==> config.mk <==
export PLATFORM = sky130hd
export DESIGN_NAME = whitespace_retab_stream_unit
export DESIGN_NICKNAME = d
export VERILOG_FILES = /design/src/wrs_pkg.sv /design/src/wrs_regs.sv /design/src/wrs_front.sv /design/src/wrs_divider.sv /design/src/wrs_back.sv /design/src/whitespace_retab_stream_unit.sv
export SDC_FILE = /design/constraint.sdc
export NUM_CORES = 1
export LEC_CHECK = 0
export ABC_AREA = 1
export BUFFER_PORTS_ARGS = -buffer_cell sky130_fd_sc_hd__buf_2
export CAP_MARGIN = 20
export CORE_UTILIZATION = 55
export DETAILED_ROUTE_END_ITERATION = 10
export PLACE_DENSITY_LB_ADDON = 0.05
export SLEW_MARGIN = 40
export SYNTH_ARGS = -nofsm -noshare
export SYNTH_HDL_FRONTEND = slang
export SYNTH_SLANG_ARGS = --single-unit
==> constraint.sdc <==
create_clock -name clk_i -period 5.4 [get_ports clk_i]
set_input_delay 0.54 -clock clk_i [delete_from_list [all_inputs] [get_ports clk_i]]
set_output_delay 0.54 -clock clk_i [all_outputs]
set_load 0.01 [all_outputs]
==> src/wrs_pkg.sv <==
// wrs_pkg: shared types, constants and helpers of the whitespace retab stream
// used by every module of the block; depends on nothing

package wrs_pkg;

  // column counter width and derived sizes
  localparam int COLUMN_BITS = 16;
  localparam int CountW      = 16;
  localparam int StopW       = 8;
  localparam int CharW       = 8;
  localparam int DivCntW     = $clog2(COLUMN_BITS + 1);

  // small queues between the parts
  localparam int QueueDepth = 2;
  localparam int QueuePtrW  = $clog2(QueueDepth);
  localparam int QueueCntW  = $clog2(QueueDepth + 1);

  // configuration port
  localparam int ApbAddrW = 4;
  localparam int ApbDataW = 32;

  localparam logic [CharW-1:0]  TabCode   = 8'd9;
  localparam logic [CharW-1:0]  SpaceCode = 8'd32;
  localparam logic [CountW-1:0] CountMax  = 16'hFFFF;

  localparam logic [StopW-1:0] OldTabStopReset = 8'd8;
  localparam logic [StopW-1:0] NewTabStopReset = 8'd0;

  // register indexes
  typedef enum logic [1:0] {
    REG_OLD_TAB_STOP = 2'd0,
    REG_NEW_TAB_STOP = 2'd1,
    REG_EXPAND_TABS  = 2'd2,
    REG_FORCE_PACK   = 2'd3
  } reg_idx_e;

  // classified input item
  typedef enum logic [1:0] {
    OP_SPACE = 2'd0,
    OP_TAB   = 2'd1,
    OP_CHAR  = 2'd2,
    OP_EOL   = 2'd3
  } op_e;

  // result kinds
  typedef enum logic [1:0] {
    KIND_CHAR = 2'd0,
    KIND_RUN  = 2'd1,
    KIND_EOL  = 2'd2
  } kind_e;

  // back part sequencer
  typedef enum logic [2:0] {
    BS_IDLE,
    BS_TAB_WAIT,
    BS_FIRST_WAIT,
    BS_REST_DIV,
    BS_REST_WAIT,
    BS_EMIT_RUN,
    BS_EMIT_LAST
  } back_state_e;

  typedef struct packed {
    logic [StopW-1:0] old_tab_stop;
    logic [StopW-1:0] new_tab_stop;
    logic             expand_tabs;
    logic             force_pack;
  } cfg_t;

  typedef struct packed {
    op_e              code;
    logic [CharW-1:0] ch;
  } op_t;

  typedef struct packed {
    kind_e             kind;
    logic [CharW-1:0]  out_char;
    logic [CountW-1:0] tab_count;
    logic [CountW-1:0] space_count;
    logic              rewritten;
    logic              last;
  } res_t;

  typedef struct packed {
    logic                   start;
    logic [COLUMN_BITS-1:0] dividend;
    logic [StopW-1:0]       divisor;
  } div_req_t;

  typedef struct packed {
    logic                   done;
    logic [COLUMN_BITS-1:0] quotient;
    logic [StopW-1:0]       remainder;
  } div_rsp_t;

  // saturating column add
  function automatic logic [COLUMN_BITS-1:0] col_add(input logic [COLUMN_BITS-1:0] c,
                                                     input logic [StopW-1:0] d);
    logic [COLUMN_BITS:0] s;
    s = {1'b0, c} + (COLUMN_BITS + 1)'(d);
    return s[COLUMN_BITS] ? '1 : s[COLUMN_BITS-1:0];
  endfunction

  // clamp a column-wide count to the result field width
  function automatic logic [CountW-1:0] sat_count(input logic [COLUMN_BITS-1:0] v);
    logic [31:0] w;
    w = 32'(v);
    return (w > 32'(CountMax)) ? CountMax : w[CountW-1:0];
  endfunction

  // next queue pointer
  function automatic logic [QueuePtrW-1:0] ptr_inc(input logic [QueuePtrW-1:0] p);
    return (p == QueuePtrW'(QueueDepth - 1)) ? '0 : p + QueuePtrW'(1);
  endfunction

endpackage

==> src/wrs_regs.sv <==
// wrs_regs: configuration registers behind the apb-style port
// depends on wrs_pkg

module wrs_regs
  import wrs_pkg::*;
(
  input  logic                clk_i,
  input  logic                rst_ni,
  input  logic                psel,
  input  logic                penable,
  input  logic                pwrite,
  input  logic [ApbAddrW-1:0] paddr,
  input  logic [ApbDataW-1:0] pwdata,
  output logic [ApbDataW-1:0] prdata,
  output logic                pready,
  output cfg_t                cfg_o
);

  cfg_t     cfg_q, cfg_d;
  reg_idx_e idx;
  logic     wr_en;

  assign pready = 1'b1;
  assign idx    = reg_idx_e'(paddr[3:2]);
  assign wr_en  = psel & penable & pwrite;

  // register write
  always_comb begin
    cfg_d = cfg_q;
    if (wr_en) begin
      unique case (idx)
        REG_OLD_TAB_STOP: cfg_d.old_tab_stop = pwdata[StopW-1:0];
        REG_NEW_TAB_STOP: cfg_d.new_tab_stop = pwdata[StopW-1:0];
        REG_EXPAND_TABS:  cfg_d.expand_tabs  = pwdata[0];
        REG_FORCE_PACK:   cfg_d.force_pack   = pwdata[0];
        default:          cfg_d = cfg_q;
      endcase
    end
  end

  always_ff @(posedge clk_i or negedge rst_ni) begin
    if (!rst_ni) begin
      cfg_q.old_tab_stop <= OldTabStopReset;
      cfg_q.new_tab_stop <= NewTabStopReset;
      cfg_q.expand_tabs  <= 1'b0;
      cfg_q.force_pack   <= 1'b0;
    end else begin
      cfg_q <= cfg_d;
    end
  end

  // read back
  always_comb begin
    unique case (idx)
      REG_OLD_TAB_STOP: prdata = ApbDataW'(cfg_q.old_tab_stop);
      REG_NEW_TAB_STOP: prdata = ApbDataW'(cfg_q.new_tab_stop);
      REG_EXPAND_TABS:  prdata = ApbDataW'(cfg_q.expand_tabs);
      REG_FORCE_PACK:   prdata = ApbDataW'(cfg_q.force_pack);
      default:          prdata = '0;
    endcase
  end

  assign cfg_o = cfg_q;

endmodule

==> src/wrs_front.sv <==
// wrs_front: accepts input bytes, classifies them and queues the operations
// depends on wrs_pkg

module wrs_front
  import wrs_pkg::*;
(
  input  logic             clk_i,
  input  logic             rst_ni,
  input  logic             push_i,
  output logic             full_o,
  input  logic [CharW-1:0] char_code_i,
  input  logic             end_of_line_i,
  output logic             op_valid_o,
  output op_t              op_o,
  input  logic             op_pop_i
);

  op_t                  op_mem [QueueDepth];
  op_t                  op_in;
  logic [QueuePtrW-1:0] wr_ptr_q, wr_ptr_d;
  logic [QueuePtrW-1:0] rd_ptr_q, rd_ptr_d;
  logic [QueueCntW-1:0] cnt_q, cnt_d;
  logic                 wr_en;
  logic                 rd_en;

  // classify the byte
  always_comb begin
    op_in.ch = char_code_i;
    priority if (end_of_line_i) begin
      op_in.code = OP_EOL;
    end else if (char_code_i == SpaceCode) begin
      op_in.code = OP_SPACE;
    end else if (char_code_i == TabCode) begin
      op_in.code = OP_TAB;
    end else begin
      op_in.code = OP_CHAR;
    end
  end

  assign full_o     = (cnt_q == QueueCntW'(QueueDepth));
  assign op_valid_o = (cnt_q != '0);
  assign wr_en      = push_i & ~full_o;
  assign rd_en      = op_pop_i & op_valid_o;
  assign op_o       = op_mem[rd_ptr_q];

  // queue pointers
  always_comb begin
    wr_ptr_d = wr_en ? ptr_inc(wr_ptr_q) : wr_ptr_q;
    rd_ptr_d = rd_en ? ptr_inc(rd_ptr_q) : rd_ptr_q;
    cnt_d    = cnt_q + QueueCntW'(wr_en) - QueueCntW'(rd_en);
  end

  always_ff @(posedge clk_i or negedge rst_ni) begin
    if (!rst_ni) begin
      wr_ptr_q <= '0;
      rd_ptr_q <= '0;
      cnt_q    <= '0;
    end else begin
      wr_ptr_q <= wr_ptr_d;
      rd_ptr_q <= rd_ptr_d;
      cnt_q    <= cnt_d;
    end
  end

  // queue storage
  always_ff @(posedge clk_i) begin
    if (wr_en) begin
      op_mem[wr_ptr_q] <= op_in;
    end
  end

endmodule

==> src/wrs_divider.sv <==
// wrs_divider: restoring divider, one quotient bit per cycle
// depends on wrs_pkg

module wrs_divider
  import wrs_pkg::*;
(
  input  logic     clk_i,
  input  logic     rst_ni,
  input  div_req_t req_i,
  output div_rsp_t rsp_o
);

  logic [COLUMN_BITS-1:0] quo_q, quo_d;
  logic [StopW-1:0]       rem_q, rem_d;
  logic [StopW-1:0]       div_q, div_d;
  logic [DivCntW-1:0]     cnt_q, cnt_d;
  logic                   busy_q, busy_d;
  logic                   done_q, done_d;
  logic [StopW:0]         trial;
  logic [StopW:0]         diff;
  logic                   ge;

  // one trial subtraction
  always_comb begin
    trial = {rem_q, quo_q[COLUMN_BITS-1]};
    diff  = trial - {1'b0, div_q};
    ge    = (trial >= {1'b0, div_q});
  end

  // iteration control
  always_comb begin
    quo_d  = quo_q;
    rem_d  = rem_q;
    div_d  = div_q;
    cnt_d  = cnt_q;
    busy_d = busy_q;
    done_d = 1'b0;
    if (req_i.start) begin
      quo_d  = req_i.dividend;
      rem_d  = '0;
      div_d  = req_i.divisor;
      cnt_d  = DivCntW'(COLUMN_BITS);
      busy_d = 1'b1;
    end else if (busy_q) begin
      quo_d = {quo_q[COLUMN_BITS-2:0], ge};
      rem_d = ge ? diff[StopW-1:0] : trial[StopW-1:0];
      cnt_d = cnt_q - DivCntW'(1);
      if (cnt_q == DivCntW'(1)) begin
        busy_d = 1'b0;
        done_d = 1'b1;
      end
    end
  end

  always_ff @(posedge clk_i or negedge rst_ni) begin
    if (!rst_ni) begin
      cnt_q  <= '0;
      busy_q <= 1'b0;
      done_q <= 1'b0;
    end else begin
      cnt_q  <= cnt_d;
      busy_q <= busy_d;
      done_q <= done_d;
    end
  end

  // operand registers
  always_ff @(posedge clk_i) begin
    quo_q <= quo_d;
    rem_q <= rem_d;
    div_q <= div_d;
  end

  assign rsp_o.done      = done_q;
  assign rsp_o.quotient  = quo_q;
  assign rsp_o.remainder = rem_q;

endmodule

==> src/wrs_back.sv <==
// wrs_back: column tracking, run collection and run rewriting, plus result queue
// depends on wrs_pkg and wrs_divider

module wrs_back
  import wrs_pkg::*;
(
  input  logic  clk_i,
  input  logic  rst_ni,
  input  cfg_t  cfg_i,
  input  logic  op_valid_i,
  input  op_t   op_i,
  output logic  op_pop_o,
  output logic  empty_o,
  input  logic  pop_i,
  output res_t  res_o
);

  back_state_e state_q, state_d;

  logic [COLUMN_BITS-1:0] column_q, column_d;
  logic [COLUMN_BITS-1:0] run_start_q, run_start_d;
  logic [CountW-1:0]      run_spaces_q, run_spaces_d;
  logic                   run_tab_q, run_tab_d;
  logic [COLUMN_BITS-1:0] tabs_q, tabs_d;
  logic [COLUMN_BITS-1:0] spaces_q, spaces_d;

  logic [StopW-1:0]       ots;
  logic [StopW-1:0]       ts;
  logic [StopW-1:0]       first;
  logic [COLUMN_BITS-1:0] len;
  logic [COLUMN_BITS:0]   packed_len;
  logic                   pending;
  logic                   rew;

  div_req_t div_req;
  div_rsp_t div_rsp;

  res_t                 res_in;
  logic                 res_push;
  logic                 res_full;
  res_t                 res_mem [QueueDepth];
  logic [QueuePtrW-1:0] wr_ptr_q, wr_ptr_d;
  logic [QueuePtrW-1:0] rd_ptr_q, rd_ptr_d;
  logic [QueueCntW-1:0] cnt_q, cnt_d;
  logic                 wr_en;
  logic                 rd_en;

  wrs_divider u_divider (
    .clk_i  (clk_i),
    .rst_ni (rst_ni),
    .req_i  (div_req),
    .rsp_o  (div_rsp)
  );

  // effective tab stops and run figures
  always_comb begin
    ots        = (cfg_i.old_tab_stop == '0) ? StopW'(1) : cfg_i.old_tab_stop;
    ts         = (cfg_i.new_tab_stop == '0) ? ots : cfg_i.new_tab_stop;
    pending    = run_tab_q | (run_spaces_q != '0);
    len        = (column_q >= run_start_q) ? column_q - run_start_q : '0;
    first      = ts - div_rsp.remainder;
    packed_len = {1'b0, tabs_q} + {1'b0, spaces_q};
    rew        = run_tab_q |
                 (cfg_i.force_pack & (run_spaces_q > CountW'(1)) &
                  (cfg_i.expand_tabs | (packed_len < {1'b0, len})));
  end

  // sequencer and datapath next values
  always_comb begin
    state_d      = state_q;
    column_d     = column_q;
    run_start_d  = run_start_q;
    run_spaces_d = run_spaces_q;
    run_tab_d    = run_tab_q;
    tabs_d       = tabs_q;
    spaces_d     = spaces_q;
    div_req      = '0;
    op_pop_o     = 1'b0;
    res_push     = 1'b0;
    res_in       = '0;
    unique case (state_q)
      BS_IDLE: begin
        if (op_valid_i) begin
          unique case (op_i.code)
            OP_SPACE: begin
              if (!pending) begin
                run_start_d = column_q;
              end
              if (run_spaces_q != CountMax) begin
                run_spaces_d = run_spaces_q + CountW'(1);
              end
              column_d = col_add(column_q, StopW'(1));
              op_pop_o = 1'b1;
            end
            OP_TAB: begin
              div_req.start    = 1'b1;
              div_req.dividend = column_q;
              div_req.divisor  = ots;
              state_d          = BS_TAB_WAIT;
            end
            OP_CHAR, OP_EOL: begin
              if (!pending) begin
                state_d = BS_EMIT_LAST;
              end else if (cfg_i.expand_tabs) begin
                tabs_d   = '0;
                spaces_d = len;
                state_d  = BS_EMIT_RUN;
              end else begin
                div_req.start    = 1'b1;
                div_req.dividend = run_start_q;
                div_req.divisor  = ts;
                state_d          = BS_FIRST_WAIT;
              end
            end
            default: state_d = BS_IDLE;
          endcase
        end
      end
      // tab: move to the next old tab stop
      BS_TAB_WAIT: begin
        if (div_rsp.done) begin
          if (!pending) begin
            run_start_d = column_q;
          end
          column_d  = col_add(column_q, ots - div_rsp.remainder);
          run_tab_d = 1'b1;
          op_pop_o  = 1'b1;
          state_d   = BS_IDLE;
        end
      end
      // leading partial tab up to the first new stop
      BS_FIRST_WAIT: begin
        if (div_rsp.done) begin
          if (len >= COLUMN_BITS'(first)) begin
            spaces_d = len - COLUMN_BITS'(first);
            tabs_d   = COLUMN_BITS'(1);
          end else begin
            spaces_d = len;
            tabs_d   = '0;
          end
          state_d = BS_REST_DIV;
        end
      end
      BS_REST_DIV: begin
        div_req.start    = 1'b1;
        div_req.dividend = spaces_q;
        div_req.divisor  = ts;
        state_d          = BS_REST_WAIT;
      end
      // whole tabs and leftover spaces
      BS_REST_WAIT: begin
        if (div_rsp.done) begin
          tabs_d   = tabs_q + div_rsp.quotient;
          spaces_d = COLUMN_BITS'(div_rsp.remainder);
          state_d  = BS_EMIT_RUN;
        end
      end
      BS_EMIT_RUN: begin
        if (!res_full) begin
          res_push      = 1'b1;
          res_in.kind   = KIND_RUN;
          res_in.last   = 1'b0;
          if (rew) begin
            res_in.tab_count   = sat_count(tabs_q);
            res_in.space_count = sat_count(spaces_q);
            res_in.rewritten   = 1'b1;
          end else begin
            res_in.space_count = run_spaces_q;
          end
          state_d = BS_EMIT_LAST;
        end
      end
      // passed character or end of line, closes the run
      BS_EMIT_LAST: begin
        if (!res_full) begin
          res_push    = 1'b1;
          res_in.last = 1'b1;
          if (op_i.code == OP_EOL) begin
            res_in.kind = KIND_EOL;
            column_d    = '0;
          end else begin
            res_in.kind     = KIND_CHAR;
            res_in.out_char = op_i.ch;
            column_d        = col_add(column_q, StopW'(1));
          end
          run_start_d  = '0;
          run_spaces_d = '0;
          run_tab_d    = 1'b0;
          op_pop_o     = 1'b1;
          state_d      = BS_IDLE;
        end
      end
      default: state_d = BS_IDLE;
    endcase
  end

  always_ff @(posedge clk_i or negedge rst_ni) begin
    if (!rst_ni) begin
      state_q <= BS_IDLE;
    end else begin
      state_q <= state_d;
    end
  end

  always_ff @(posedge clk_i or negedge rst_ni) begin
    if (!rst_ni) begin
      column_q     <= '0;
      run_start_q  <= '0;
      run_spaces_q <= '0;
      run_tab_q    <= 1'b0;
    end else begin
      column_q     <= column_d;
      run_start_q  <= run_start_d;
      run_spaces_q <= run_spaces_d;
      run_tab_q    <= run_tab_d;
    end
  end

  // run working registers
  always_ff @(posedge clk_i) begin
    tabs_q   <= tabs_d;
    spaces_q <= spaces_d;
  end

  // result queue
  assign res_full = (cnt_q == QueueCntW'(QueueDepth));
  assign empty_o  = (cnt_q == '0);
  assign wr_en    = res_push & ~res_full;
  assign rd_en    = pop_i & ~empty_o;
  assign res_o    = res_mem[rd_ptr_q];

  always_comb begin
    wr_ptr_d = wr_en ? ptr_inc(wr_ptr_q) : wr_ptr_q;
    rd_ptr_d = rd_en ? ptr_inc(rd_ptr_q) : rd_ptr_q;
    cnt_d    = cnt_q + QueueCntW'(wr_en) - QueueCntW'(rd_en);
  end

  always_ff @(posedge clk_i or negedge rst_ni) begin
    if (!rst_ni) begin
      wr_ptr_q <= '0;
      rd_ptr_q <= '0;
      cnt_q    <= '0;
    end else begin
      wr_ptr_q <= wr_ptr_d;
      rd_ptr_q <= rd_ptr_d;
      cnt_q    <= cnt_d;
    end
  end

  always_ff @(posedge clk_i) begin
    if (wr_en) begin
      res_mem[wr_ptr_q] <= res_in;
    end
  end

endmodule

==> src/whitespace_retab_stream_unit.sv <==
// whitespace_retab_stream_unit: top level; a space is taken straight from the idle state of the back part,
// a tab waits for one division by the old tab stop, a closing run with packing for two divisions by the
// new tab stop, all done by the one-bit-per-cycle divider; a plain character goes through the emit state.
// Reset clears the queues, the column and the run; registers return to their defaults.
// depends on wrs_pkg, wrs_regs, wrs_front, wrs_back

module whitespace_retab_stream_unit
  import wrs_pkg::*;
(
  input  logic                clk_i,
  input  logic                rst_ni,
  // configuration port
  input  logic                psel,
  input  logic                penable,
  input  logic                pwrite,
  input  logic [ApbAddrW-1:0] paddr,
  input  logic [ApbDataW-1:0] pwdata,
  output logic [ApbDataW-1:0] prdata,
  output logic                pready,
  // input side
  input  logic                push,
  output logic                full,
  input  logic [CharW-1:0]    char_code_i,
  input  logic                end_of_line_i,
  // result side
  output logic                empty,
  input  logic                pop,
  output logic [1:0]          kind_o,
  output logic [CharW-1:0]    out_char_o,
  output logic [CountW-1:0]   tab_count_o,
  output logic [CountW-1:0]   space_count_o,
  output logic                rewritten_o,
  output logic                last_o
);

  cfg_t cfg;
  op_t  op;
  logic op_valid;
  logic op_pop;
  res_t res;

  wrs_regs u_regs (
    .clk_i   (clk_i),
    .rst_ni  (rst_ni),
    .psel    (psel),
    .penable (penable),
    .pwrite  (pwrite),
    .paddr   (paddr),
    .pwdata  (pwdata),
    .prdata  (prdata),
    .pready  (pready),
    .cfg_o   (cfg)
  );

  wrs_front u_front (
    .clk_i         (clk_i),
    .rst_ni        (rst_ni),
    .push_i        (push),
    .full_o        (full),
    .char_code_i   (char_code_i),
    .end_of_line_i (end_of_line_i),
    .op_valid_o    (op_valid),
    .op_o          (op),
    .op_pop_i      (op_pop)
  );

  wrs_back u_back (
    .clk_i      (clk_i),
    .rst_ni     (rst_ni),
    .cfg_i      (cfg),
    .op_valid_i (op_valid),
    .op_i       (op),
    .op_pop_o   (op_pop),
    .empty_o    (empty),
    .pop_i      (pop),
    .res_o      (res)
  );

  // result fields
  assign kind_o        = res.kind;
  assign out_char_o    = res.out_char;
  assign tab_count_o   = res.tab_count;
  assign space_count_o = res.space_count;
  assign rewritten_o   = res.rewritten;
  assign last_o        = res.last;

endmodule
## Word level (Yosys, flattened, before mapping)

Memory sizes are Yosys's and may differ from the RTL's.
Cells that the tools add are included.
Widths: inputs -> output; s select.

| word-level totals | value |
|---|---|
| register bits | 149 |
| latch bits | 0 |
| RAM bits | 108 |
| bits in read-only memories | 0 |
| input bits | 52 |
| output and inout port bits | 79 |
| memories | 2 |

Memories:

| memory | depth | bits a word | rd ports | clocked after memory_dff | write ports | RTL line | text |
|---|---|---|---|---|---|---|---|
| u_back.res_mem | 2 | 44 | 1 | 0 | 1 | wrs_back.sv:41 | `res_t res_mem [QueueDepth];` |
| u_front.op_mem | 2 | 10 | 1 | 0 | 1 | wrs_front.sv:18 | `op_t op_mem [QueueDepth];` |

| operators by class | value |
|---|---|
| $add $sub $neg | 19 |
| multipliers | 0 |
| divide/modulo/power cells | 0 |
| order comparisons | 5 |
| equality and inequality tests | 30 |
| shift-type cells | 0 |
| mux-type cells | 96 |
| bitwise operators | 14 |
| reduce and logical (&&, ||, !) cells | 24 |

Operators by type and width:

| kind | count |
|---|---|
| $mux 16 | 33 |
| $pmux 16 s3 | 4 |
| $pmux 32 s4 | 1 |
| $pmux 25 s2 | 2 |
| $mux 25 | 3 |
| $mux 8 | 5 |
| $mux 34 | 1 |
| $mux 33 | 1 |
| $pmux 16 s2 | 1 |
| $mux 1 | 24 |
| $mux 3 | 8 |
| $sub 8x8->8 | 3 |
| $pmux 3 s7 | 1 |
| $ne 2x2->1 const B | 9 |
| $add 16x1->17 const B | 1 |
| $add 16x16->17 | 1 |
| $add 16x8->17 | 1 |
| $lt 17x16->1 | 1 |
| $add 16x1->16 const B | 1 |
| $add 16x16->16 | 1 |
| $ge 16x16->1 | 1 |
| $ge 16x8->1 | 1 |
| $gt 16x1->1 const B | 1 |
| $logic_not 8->1 | 2 |
| 38 further kinds | 81 |

## Depth between registers and ports, before layout

Gate-level depths: netlist (run 1).

| depth | value |
|---|---|
| depth after elaboration | 9 |
| gate-level depth with buffers | 30 |
| depth with buffers taken out | 30 |

## Hierarchy

From an unflattened synthesis (run 1), not the netlist that was laid out.

| unflattened totals | value |
|---|---|
| cells, all modules | 2205 |
| area, all modules | 17214.0 sq um |

By module, submodules not included:

| module | times used | cells each | area each (sq um) |
|---|---|---|---|
| wrs_back | 1 | 1714 | 12998.7 |
| wrs_divider | 1 | 243 | 2090.8 |
| wrs_regs | 1 | 144 | 1081.0 |
| wrs_front | 1 | 104 | 1043.5 |

## Worst setup path before layout (run 1)

OpenSTA, ideal clock, no wires.

| timing path | value |
|---|---|
| kind | reg2reg |
| start | reg u_back.state_q[2] |
| end | reg u_back.spaces_q[0] (enable) |
| library setup time | 0.501 ns |
| arrival | 4.326 ns |
| path slack | 0.573 ns |
| cell stages (with the launch flop) | 10 |
| clock period less this slack | 4.827 ns |
| cells stage by stage | dfrtp_1 -> inv_2 -> nor2_1 -> inv_1 -> nor2_1 -> inv_1 -> nand2_1 -> inv_1 -> nor2_1 -> nor4_1 |

| between the ends | value |
|---|---|
| longest elaborated chain between the ends | 3 |

RTL lines:

| what | RTL line | text |
|---|---|---|
| start, declared | wrs_back.sv:18 | `back_state_e state_q, state_d;` |
| start signal, assigned | wrs_back.sv:201 | `state_q <= state_d;` |
| $eq 3x3->1 (tied with other cells) | wrs_back.sv:81 | `unique case (state_q)` |
| $ne 2x2->1 (no line) (tied with other cells) | - |  |
| $reduce_and 7->1 (no line) * | - |  |
| end signal, assigned | wrs_back.sv:222 | `spaces_q <= spaces_d;` |
| end, declared | wrs_back.sv:25 | `logic [COLUMN_BITS-1:0] spaces_q, spaces_d;` |

Mark *: on every way between the ends. The rest lies on a longest branch, timed or not.
A chain may end at the register's enable or synchronous reset.

## Final worst setup path (run 1)

| timing path | value |
|---|---|
| start | reg u_regs.cfg_q, in the netlist u_regs.cfg_o[3] |
| end | reg u_back.spaces_q[11] (data pin) |

| between the ends | value |
|---|---|
| longest elaborated chain between the ends | 7 |

RTL lines:

| what | RTL line | text |
|---|---|---|
| start, declared | wrs_regs.sv:19 | `cfg_t cfg_q, cfg_d;` |
| start signal, assigned | wrs_regs.sv:48 | `cfg_q <= cfg_d;` |
| $logic_not 8->1 | wrs_back.sv:58 | `ts = (cfg_i.new_tab_stop == '0) ? ots : cfg_i.new_tab_stop;` |
| $mux 8 * | wrs_back.sv:58 |  |
| $sub 8x8->8 * | wrs_back.sv:61 | `first = ts - div_rsp.remainder;` |
| $sub 16x8->16 / $ge 16x8->1 (equally long branches) | wrs_back.sv:135, wrs_back.sv:134 |  |
| $mux 16 * | wrs_back.sv:134 | `if (len >= COLUMN_BITS'(first)) begin` |
| $mux 16 * | wrs_back.sv:133 | `if (div_rsp.done) begin` |
| $pmux 16 s3 * | wrs_back.sv:81 |  |
| net u_back.spaces_d[11] | wrs_back.sv:25 |  |

The timed path passes the listed nets; every way through them passes the cells marked *. The select of a mux whose other input is x is not followed.

==> results of run 1 <==
cell families (layout without fill, tap and decap cells):
| logic type | count (synthesis) | in the layout |
|---|---|---|
| fa+ha+maj | 115 | 115 |
| compound gates | 393 | 393 |
| simple gates | 854 | 854 |
| flops | 257 | 257 |
| xor+xnor | 67 | 67 |
| buf+inv | 353 | 426 |
| other cells | 2 | 25 |
cell usage after synthesis, drive strengths merged (10+ instances only):
cell type / number / area (um^2)
a31oi: 12 / 75.1
buf: 38 / 278
edfxtp: 164 / 4920
o21ai: 120 / 608
nor3: 33 / 181
a22oi: 31 / 233
o22ai: 38 / 238
inv: 276 / 1040
xnor2: 25 / 219
dfrtp: 84 / 2100
a21o: 11 / 82.6
nor4: 10 / 68.8
a21oi: 138 / 698
nor2: 174 / 698
clkbuf: 37 / 143
nand3: 124 / 653
nand2: 470 / 1820
xor2: 42 / 368
ha: 107 / 1340
nand4: 26 / 169
path summary, 6_finish.rpt:
path	end	slack, ns	depth (start not counted)
setup / recovery	u_back.spaces_q[11]$_DFFE_PP_	0.55	29
hold / removal	u_front.op_mem[1][1]$_DFFE_PP_	0.20	1
setup reg to reg	u_back.spaces_q[11]$_DFFE_PP_	0.55	29
hold reg to reg	u_back.run_spaces_q[15]$_DFFE_PN0P_	0.51	1
max in group asynchronous	u_back.run_spaces_q[9]$_DFFE_PN0P_	4.07	3
min in group asynchronous	u_back.column_q[8]$_DFFE_PN0P_	0.39	2
layout by cell type (no fill, tap or decap), drive strengths merged, types with 26 or more instances in the layout:
cell type / Yosys / final
o22ai: 38 / 38
clkbuf: 37 / 32
dfrtp: 84 / 84
o21ai: 120 / 120
nand2: 470 / 470
ha: 107 / 107
a21oi: 138 / 138
nor2: 174 / 174
nor3: 33 / 33
a22oi: 31 / 31
edfxtp: 164 / 164
nand3: 124 / 124
nand4: 26 / 26
inv: 276 / 277
xor2: 42 / 42
buf: 38 / 95
through the flow:
step	setup WS [ns]	util, %	hold slack [ns]	instance area (um^2)	std cells
floorplan	0.573	-	0.244	16900	2064
global placement	0.699	58.6	0.408	17500	2474
detailed placement	0.539	58.7	0.417	17500	2474
CTS	0.532	61.8	0.184	18400	2527
global route	0.146	61.8	0.190	18400	2527
finish	0.546	61.8	0.198	18400	2527
sequential cells by signal (all words and copies together) (netlist names):
register,count
u_back.wr_ptr_q,1
u_front.rd_ptr_q,1
u_regs.cfg_o,18
u_front.wr_ptr_q,1
u_back.spaces_q,16
u_back.u_divider.rem_q,8
u_back.rd_ptr_q,1
u_back.u_divider.done_q,1
u_back.u_divider.quo_q,16
u_back.u_divider.cnt_q,5
u_front.cnt_q,2
u_back.column_q,16
u_front.op_mem,20
u_back.res_mem,88
u_back.tabs_q,16
u_back.cnt_q,2
u_back.u_divider.div_q,8
u_back.run_spaces_q,16
u_back.run_start_q,16
u_back.u_divider.busy_q,1
u_back.state_q,3
u_back.run_tab_q,1
layer usage:
layer,track usage [%],up-vias
met5,0,-
met4,9.70,0
met3,3.29,76
met2,47.1,390
met1,37.3,6620
li1,-,7001
area by class of cell:
class,instances,area (um^2),area share (%)
inverters,278,1040,5.67
multi-input cells,1454,8220,44.6
clock inverters,20,204,1.11
clock buffers,32,716,3.89
well taps,390,488,2.65
flip-flops and latches,257,7210,39.2
repair buffers,96,532,2.89
repair_timing:
action                                  in CTS  in global routing
endpoints found under the setup margin       0                  0
hold buffers                                 1                  0
hold endpoints to repair                    14                  0
==> impl_results.md, run 1 <==
* Die Ht at 177 um
* Setup crit start kind: flip-flop
* Outcome: finished, final reports clean
* Max Used Layer: met4
* Maximum clock rate at 206 MHz
* ANT nets after route at 0
* Syn Inst Count at 2,041
* Post-synthesis mux area share at 0%
* Die W at 177 um
* Mapped cell area at 0.0168 mm^2
* # resized after CTS at 0
* Synth Register Bits at 257
* Crit path required time at roughly 5.7 ns
* Clk Latency, worst-skew pair at roughly 0.56 ns
* Clock-pin slew on the worst setup and hold paths at about 0.07 ns
* GPL Wtd Cong at 0.935
* Simple-gate share of the synthesized area at roughly 22%
* CP dominant cell by count: nor2_1
* Initial cell density of the core at approximately 56%
* Xor/xnor share of the synthesized area at roughly 3.5%
* Final period util at about 90%
* Die area at 0.0312 mm^2
* DRT met1 WL at roughly 19,000 um
* DRC violations left at 0
* Root Buffer: clkbuf_16
* Critical Path Max Stage Delay at 0.41 ns
* Largest net degree at the start of global routing at 72
* Reg-to-reg startpoint: u_regs.cfg_o[3]$_DFFE_PN0P_
* Global-route wire length before repair at approximately 70,000 um
* WS Path Type: reg2reg
* WL/cell at around 17 um
* HP Start: char_code_i[1]
* TritonCTS buffer count at 28
* TNS Setup at 0 ns
* WL met2 at between 20,000 and 25,000 um
* Synthesis Warnings at 0
* Synth Area in Compound Gates at 13.7%
* Vias at ~14,000
* Syn-to-layout area delta at 9.81%
* Initial antenna violation count at 0
* Setup-failing EPs final at 0
* Syn Area/Cell at 8.22 um^2
* CP top delay family: simple AND/OR/NAND/NOR gates
* Maximum clock path buffer count at 3
* Fraction of registers with async set or reset after synthesis at 33.1%
* IO Pins at about 130
* Final wirelength at roughly 43,000 um
* Final setup skew at approximately 0.019 ns
* Worst EP arrival at roughly 5.2 ns
* Synth unique cells at a little under 70
* NumNets Final at between 2,000 and 2,500
* Number of max-cap violations at 0
* Port Buffer Count at 79
* RSZ-0062 raised after global routing: false
* Metal3 WL at 2020 um
* Worst rel slew slack at approximately 46%
* Worst min-delay path category: in2reg
* 1st-iter DRT viols at ~1,100
* Postcts setup bufs at 0
* Vias in the first global route at approximately 13,000
* Grt ovf at 0
* Main combinational cell family by area after synthesis: simple AND/OR/NAND/NOR gates
* Ant diodes at 0
* Fill count at ~2,700
* Fin. max-slew vios at 0
* Post-synth top flop: edfxtp_1
* Worst-margin pin slew at a little over 0.8 ns
* CP Buf/Inv Count at 4
* CTS tree: yes
* Seq/Total Area, Yosys at approximately 43%
* Vias per std cell at about 5.6
* Share of cells above drive strength 1 at 9.64%
* Clock sinks at roughly 260
* Final min period at about 4.9 ns
* Final hold violation count at 0
* Post-synth EDFFs at 164
* CP max-delay cell: dfrtp_1
* Gr usage total at between 20% and 30%
* Hpwl dp at ~32,000 um
* Setup crit start: u_regs.cfg_o[3]$_DFFE_PN0P_
* Area of the core at 0.0298 mm^2
* # rows at 63
* Critical Path Fanout Max at 15
* Pre-Repair DR Iteration Count at 5
* Worst Setup End Kind: flip-flop
* Adder-cell share of the synthesized area at 8.94%
* Htree depth at 1
Power of run 1 is left out: the tool's default activity adds up to more than one toggle a clock period on the data nets, which glitch-free logic cannot reach.
==> run 2, diff against run 1 <==
--- a/config.mk
+++ b/config.mk
@@ -10,8 +10,8 @@
 export CAP_MARGIN = 20
 export CORE_UTILIZATION = 55
 export DETAILED_ROUTE_END_ITERATION = 10
-export PLACE_DENSITY_LB_ADDON = 0.05
-export SLEW_MARGIN = 40
+export PLACE_DENSITY = 0.8
+export SLEW_MARGIN = 15
 export SYNTH_ARGS = -nofsm -noshare
 export SYNTH_HDL_FRONTEND = slang
 export SYNTH_SLANG_ARGS = --single-unit
==> impl_results.md, run 2 (synthesized netlist as in run 1, its figures left out) <==
* Die W at 177 um (unchanged)
* Gr usage total at 26.7% (was 28.0%)
* Vias per std cell at 5.63 (was 5.57)
* Share of cells above drive strength 1 at 9.13% (was 9.64%)
* Syn-to-layout area delta at 9.62% (was 9.81%)
* Outcome: finished, final reports clean (unchanged)
* Largest net degree at the start of global routing at 57 (was 72)
* Top reg by flops: u_back.res_mem (unchanged)
* 1st-iter DRT viols at 1,147 (was 1,070)
* Initial antenna violation count at 0 (unchanged)
* Htree depth at 1 (unchanged)
* Worst Setup End Kind: flip-flop (unchanged)
* Critical Path Fanout Max at 15 (unchanged)
* Number of max-cap violations at 0 (unchanged)
* Worst EP arrival at 5.13 ns (was 5.17 ns)
* Final wirelength at 41,300 um (was 42,900 um)
* WL/cell at 16.4 um (was 17.0 um)
* Critical Path Max Stage Delay at 0.44 ns (was 0.41 ns)
* Hpwl dp at 31,200 um (was 32,500 um)
* Pre-Repair DR Iteration Count at 6 (was 5)
* WS Path Type: reg2reg (unchanged)
* DRC violations left at 0 (unchanged)
* Root Buffer: clkbuf_16 (unchanged)
* ANT nets after route at 0 (unchanged)
* Final period util at 89.4% (was 89.9%)
* Maximum clock rate at 207 MHz (was 206 MHz)
* CP max-delay cell: dfrtp_1 (unchanged)
* Die area at 0.0312 mm^2 (unchanged)
* Area of the core at 0.0298 mm^2 (unchanged)
* TNS Setup at 0 ns (unchanged)
* # rows at 63 (unchanged)
* Vias in the first global route at 13,249 (was 13,141)
* Worst rel slew slack at 31.5% (was 45.8%)
* Grt ovf at 0 (unchanged)
* Port Buffer Count at 79 (unchanged)
* Final setup skew at 0.0336 ns (was 0.0186 ns)
* Initial cell density of the core at 56.3% (unchanged)
* IO Pins at 131 (unchanged)
* Clock sinks at 257 (unchanged)
* NumNets Final at 2,280 (was 2,282)
* Clock-pin slew on the worst setup and hold paths at 0.07 ns (about the same)
* Fin. max-slew vios at 0 (unchanged)
* Setup-failing EPs final at 0 (unchanged)
* CP dominant cell by count: nor2_1 (unchanged)
* Commonest non-fill, non-tap cell in the layout: nand2_1 (unchanged)
* Final hold violation count at 0 (unchanged)
* Commonest cells after routing, fill and taps aside: nand2_1, inv_1, edfxtp_1 (unchanged)
* TritonCTS buffer count at 28 (unchanged)
* RSZ-0062 raised after global routing: false (unchanged)
* Global-route wire length before repair at 66,400 um (was 69,000 um)
* Crit path required time at 5.70 ns (was 5.71 ns)
* Maximum clock path buffer count at 3 (unchanged)
* Max FFs per register at 88 (unchanged)
* Vias at 14,222 (was 14,087)
* R2r setup slk at 0.57 ns (was 0.55 ns)
* GPL Wtd Cong at 0.947 (was 0.935)
* Fill count at 2,580 (was 2,692)
* Setup crit start kind: flip-flop (unchanged)
* Final min period at 4.83 ns (was 4.85 ns)
* Worst-margin pin slew at 1.02 ns (was 0.813 ns)
* Layout Cells excl Fill at 2,525 (was 2,527)
* Die Ht at 177 um (unchanged)
* Ant diodes at 0 (unchanged)
* Clk Latency, worst-skew pair at 0.58 ns (was 0.56 ns)
* DP Cell Count at 2,471 (was 2,474)
* Worst min-delay path category: in2reg (unchanged)
* CTS tree: yes (unchanged)
[run 2: cell count changes in the layout (fill, tap and decap cells not counted), sizes merged]
| cell | before | now |
|---|---|---|
| clkinv | 14 | 11 |
| bufinv | 3 | 1 |
| clkbuf | 32 | 40 |
| clkinvlp | 4 | 1 |
| buf | 95 | 93 |
[run 2: repair_timing]
action	in CTS	in global routing
hold buffers	1	0
hold endpoints to repair	29	0
setup buffers	0	0
resized for setup	0	0
[run 2: worst paths after layout]
kind,from,end,depth (start not counted)
min in group asynchronous,rst_ni,u_front.cnt_q[0]$_DFF_PN0_,2
setup / recovery,u_regs.cfg_o[2]$_DFFE_PN0P_,u_back.spaces_q[1]$_DFFE_PP_,30
setup reg to reg,u_regs.cfg_o[2]$_DFFE_PN0P_,u_back.spaces_q[1]$_DFFE_PP_,30
max in group asynchronous,rst_ni,u_regs.cfg_o[16]$_DFFE_PN0P_,3
hold / removal,char_code_i[7],u_front.op_mem[1][7]$_DFFE_PP_,1
hold reg to reg,u_back.run_spaces_q[15]$_DFFE_PN0P_,u_back.run_spaces_q[15]$_DFFE_PN0P_,1
[run 2: stage by stage]
| step | hold slack, ns | setup slack (ns) | instance area, um^2 | utilization (%) |
|---|---|---|---|---|
| floorplan | 0.244 | 0.573 | 16900 | - |
| global placement | 0.487 | 0.762 | 17400 | 58.5 |
| detailed placement | 0.496 | 0.629 | 17400 | 58.5 |
| CTS | 0.169 | 0.612 | 18400 | 61.7 |
| global route | 0.182 | 0.0634 | 18400 | 61.7 |
| finish | 0.180 | 0.571 | 18400 | 61.7 |
[run 2: worst max-delay path: cells and delay by family, from the launching register on]
kind | cells | cell delay [ns]
XOR/XNOR | 1 | 0.22
buffers and inverters | 5 | 0.44
AND/OR/NAND/NOR | 15 | 1.80
flip-flops | 1 | 0.44
AO/OA/AOI/OAI | 7 | 1.08
adder cells (fa/ha/maj) | 2 | 0.58
[run 2: routing by layer]
layer  track usage [%]  up-vias  wire (um)
li1                  -     7004          -
met1              34.7     6660      17800
met2              46.7      481      20100
met3              2.35       77       2110
met4              8.87        0       1310
met5                 0        -          0
[run 2: area by class of cell]
| class | count | area [um^2] | area share (%) |
|---|---|---|---|
| Inverter | 278 | 1040 | 5.68 |
| Clock inverter | 12 | 118 | 0.640 |
| Multi-Input combinational cell | 1454 | 8200 | 44.6 |
| Timing Repair Buffer | 94 | 513 | 2.79 |
| Sequential cell | 257 | 7210 | 39.2 |
| Clock buffer | 40 | 807 | 4.39 |
| Tap cell | 390 | 488 | 2.65 |
Power of run 2 is left out for the same reason.
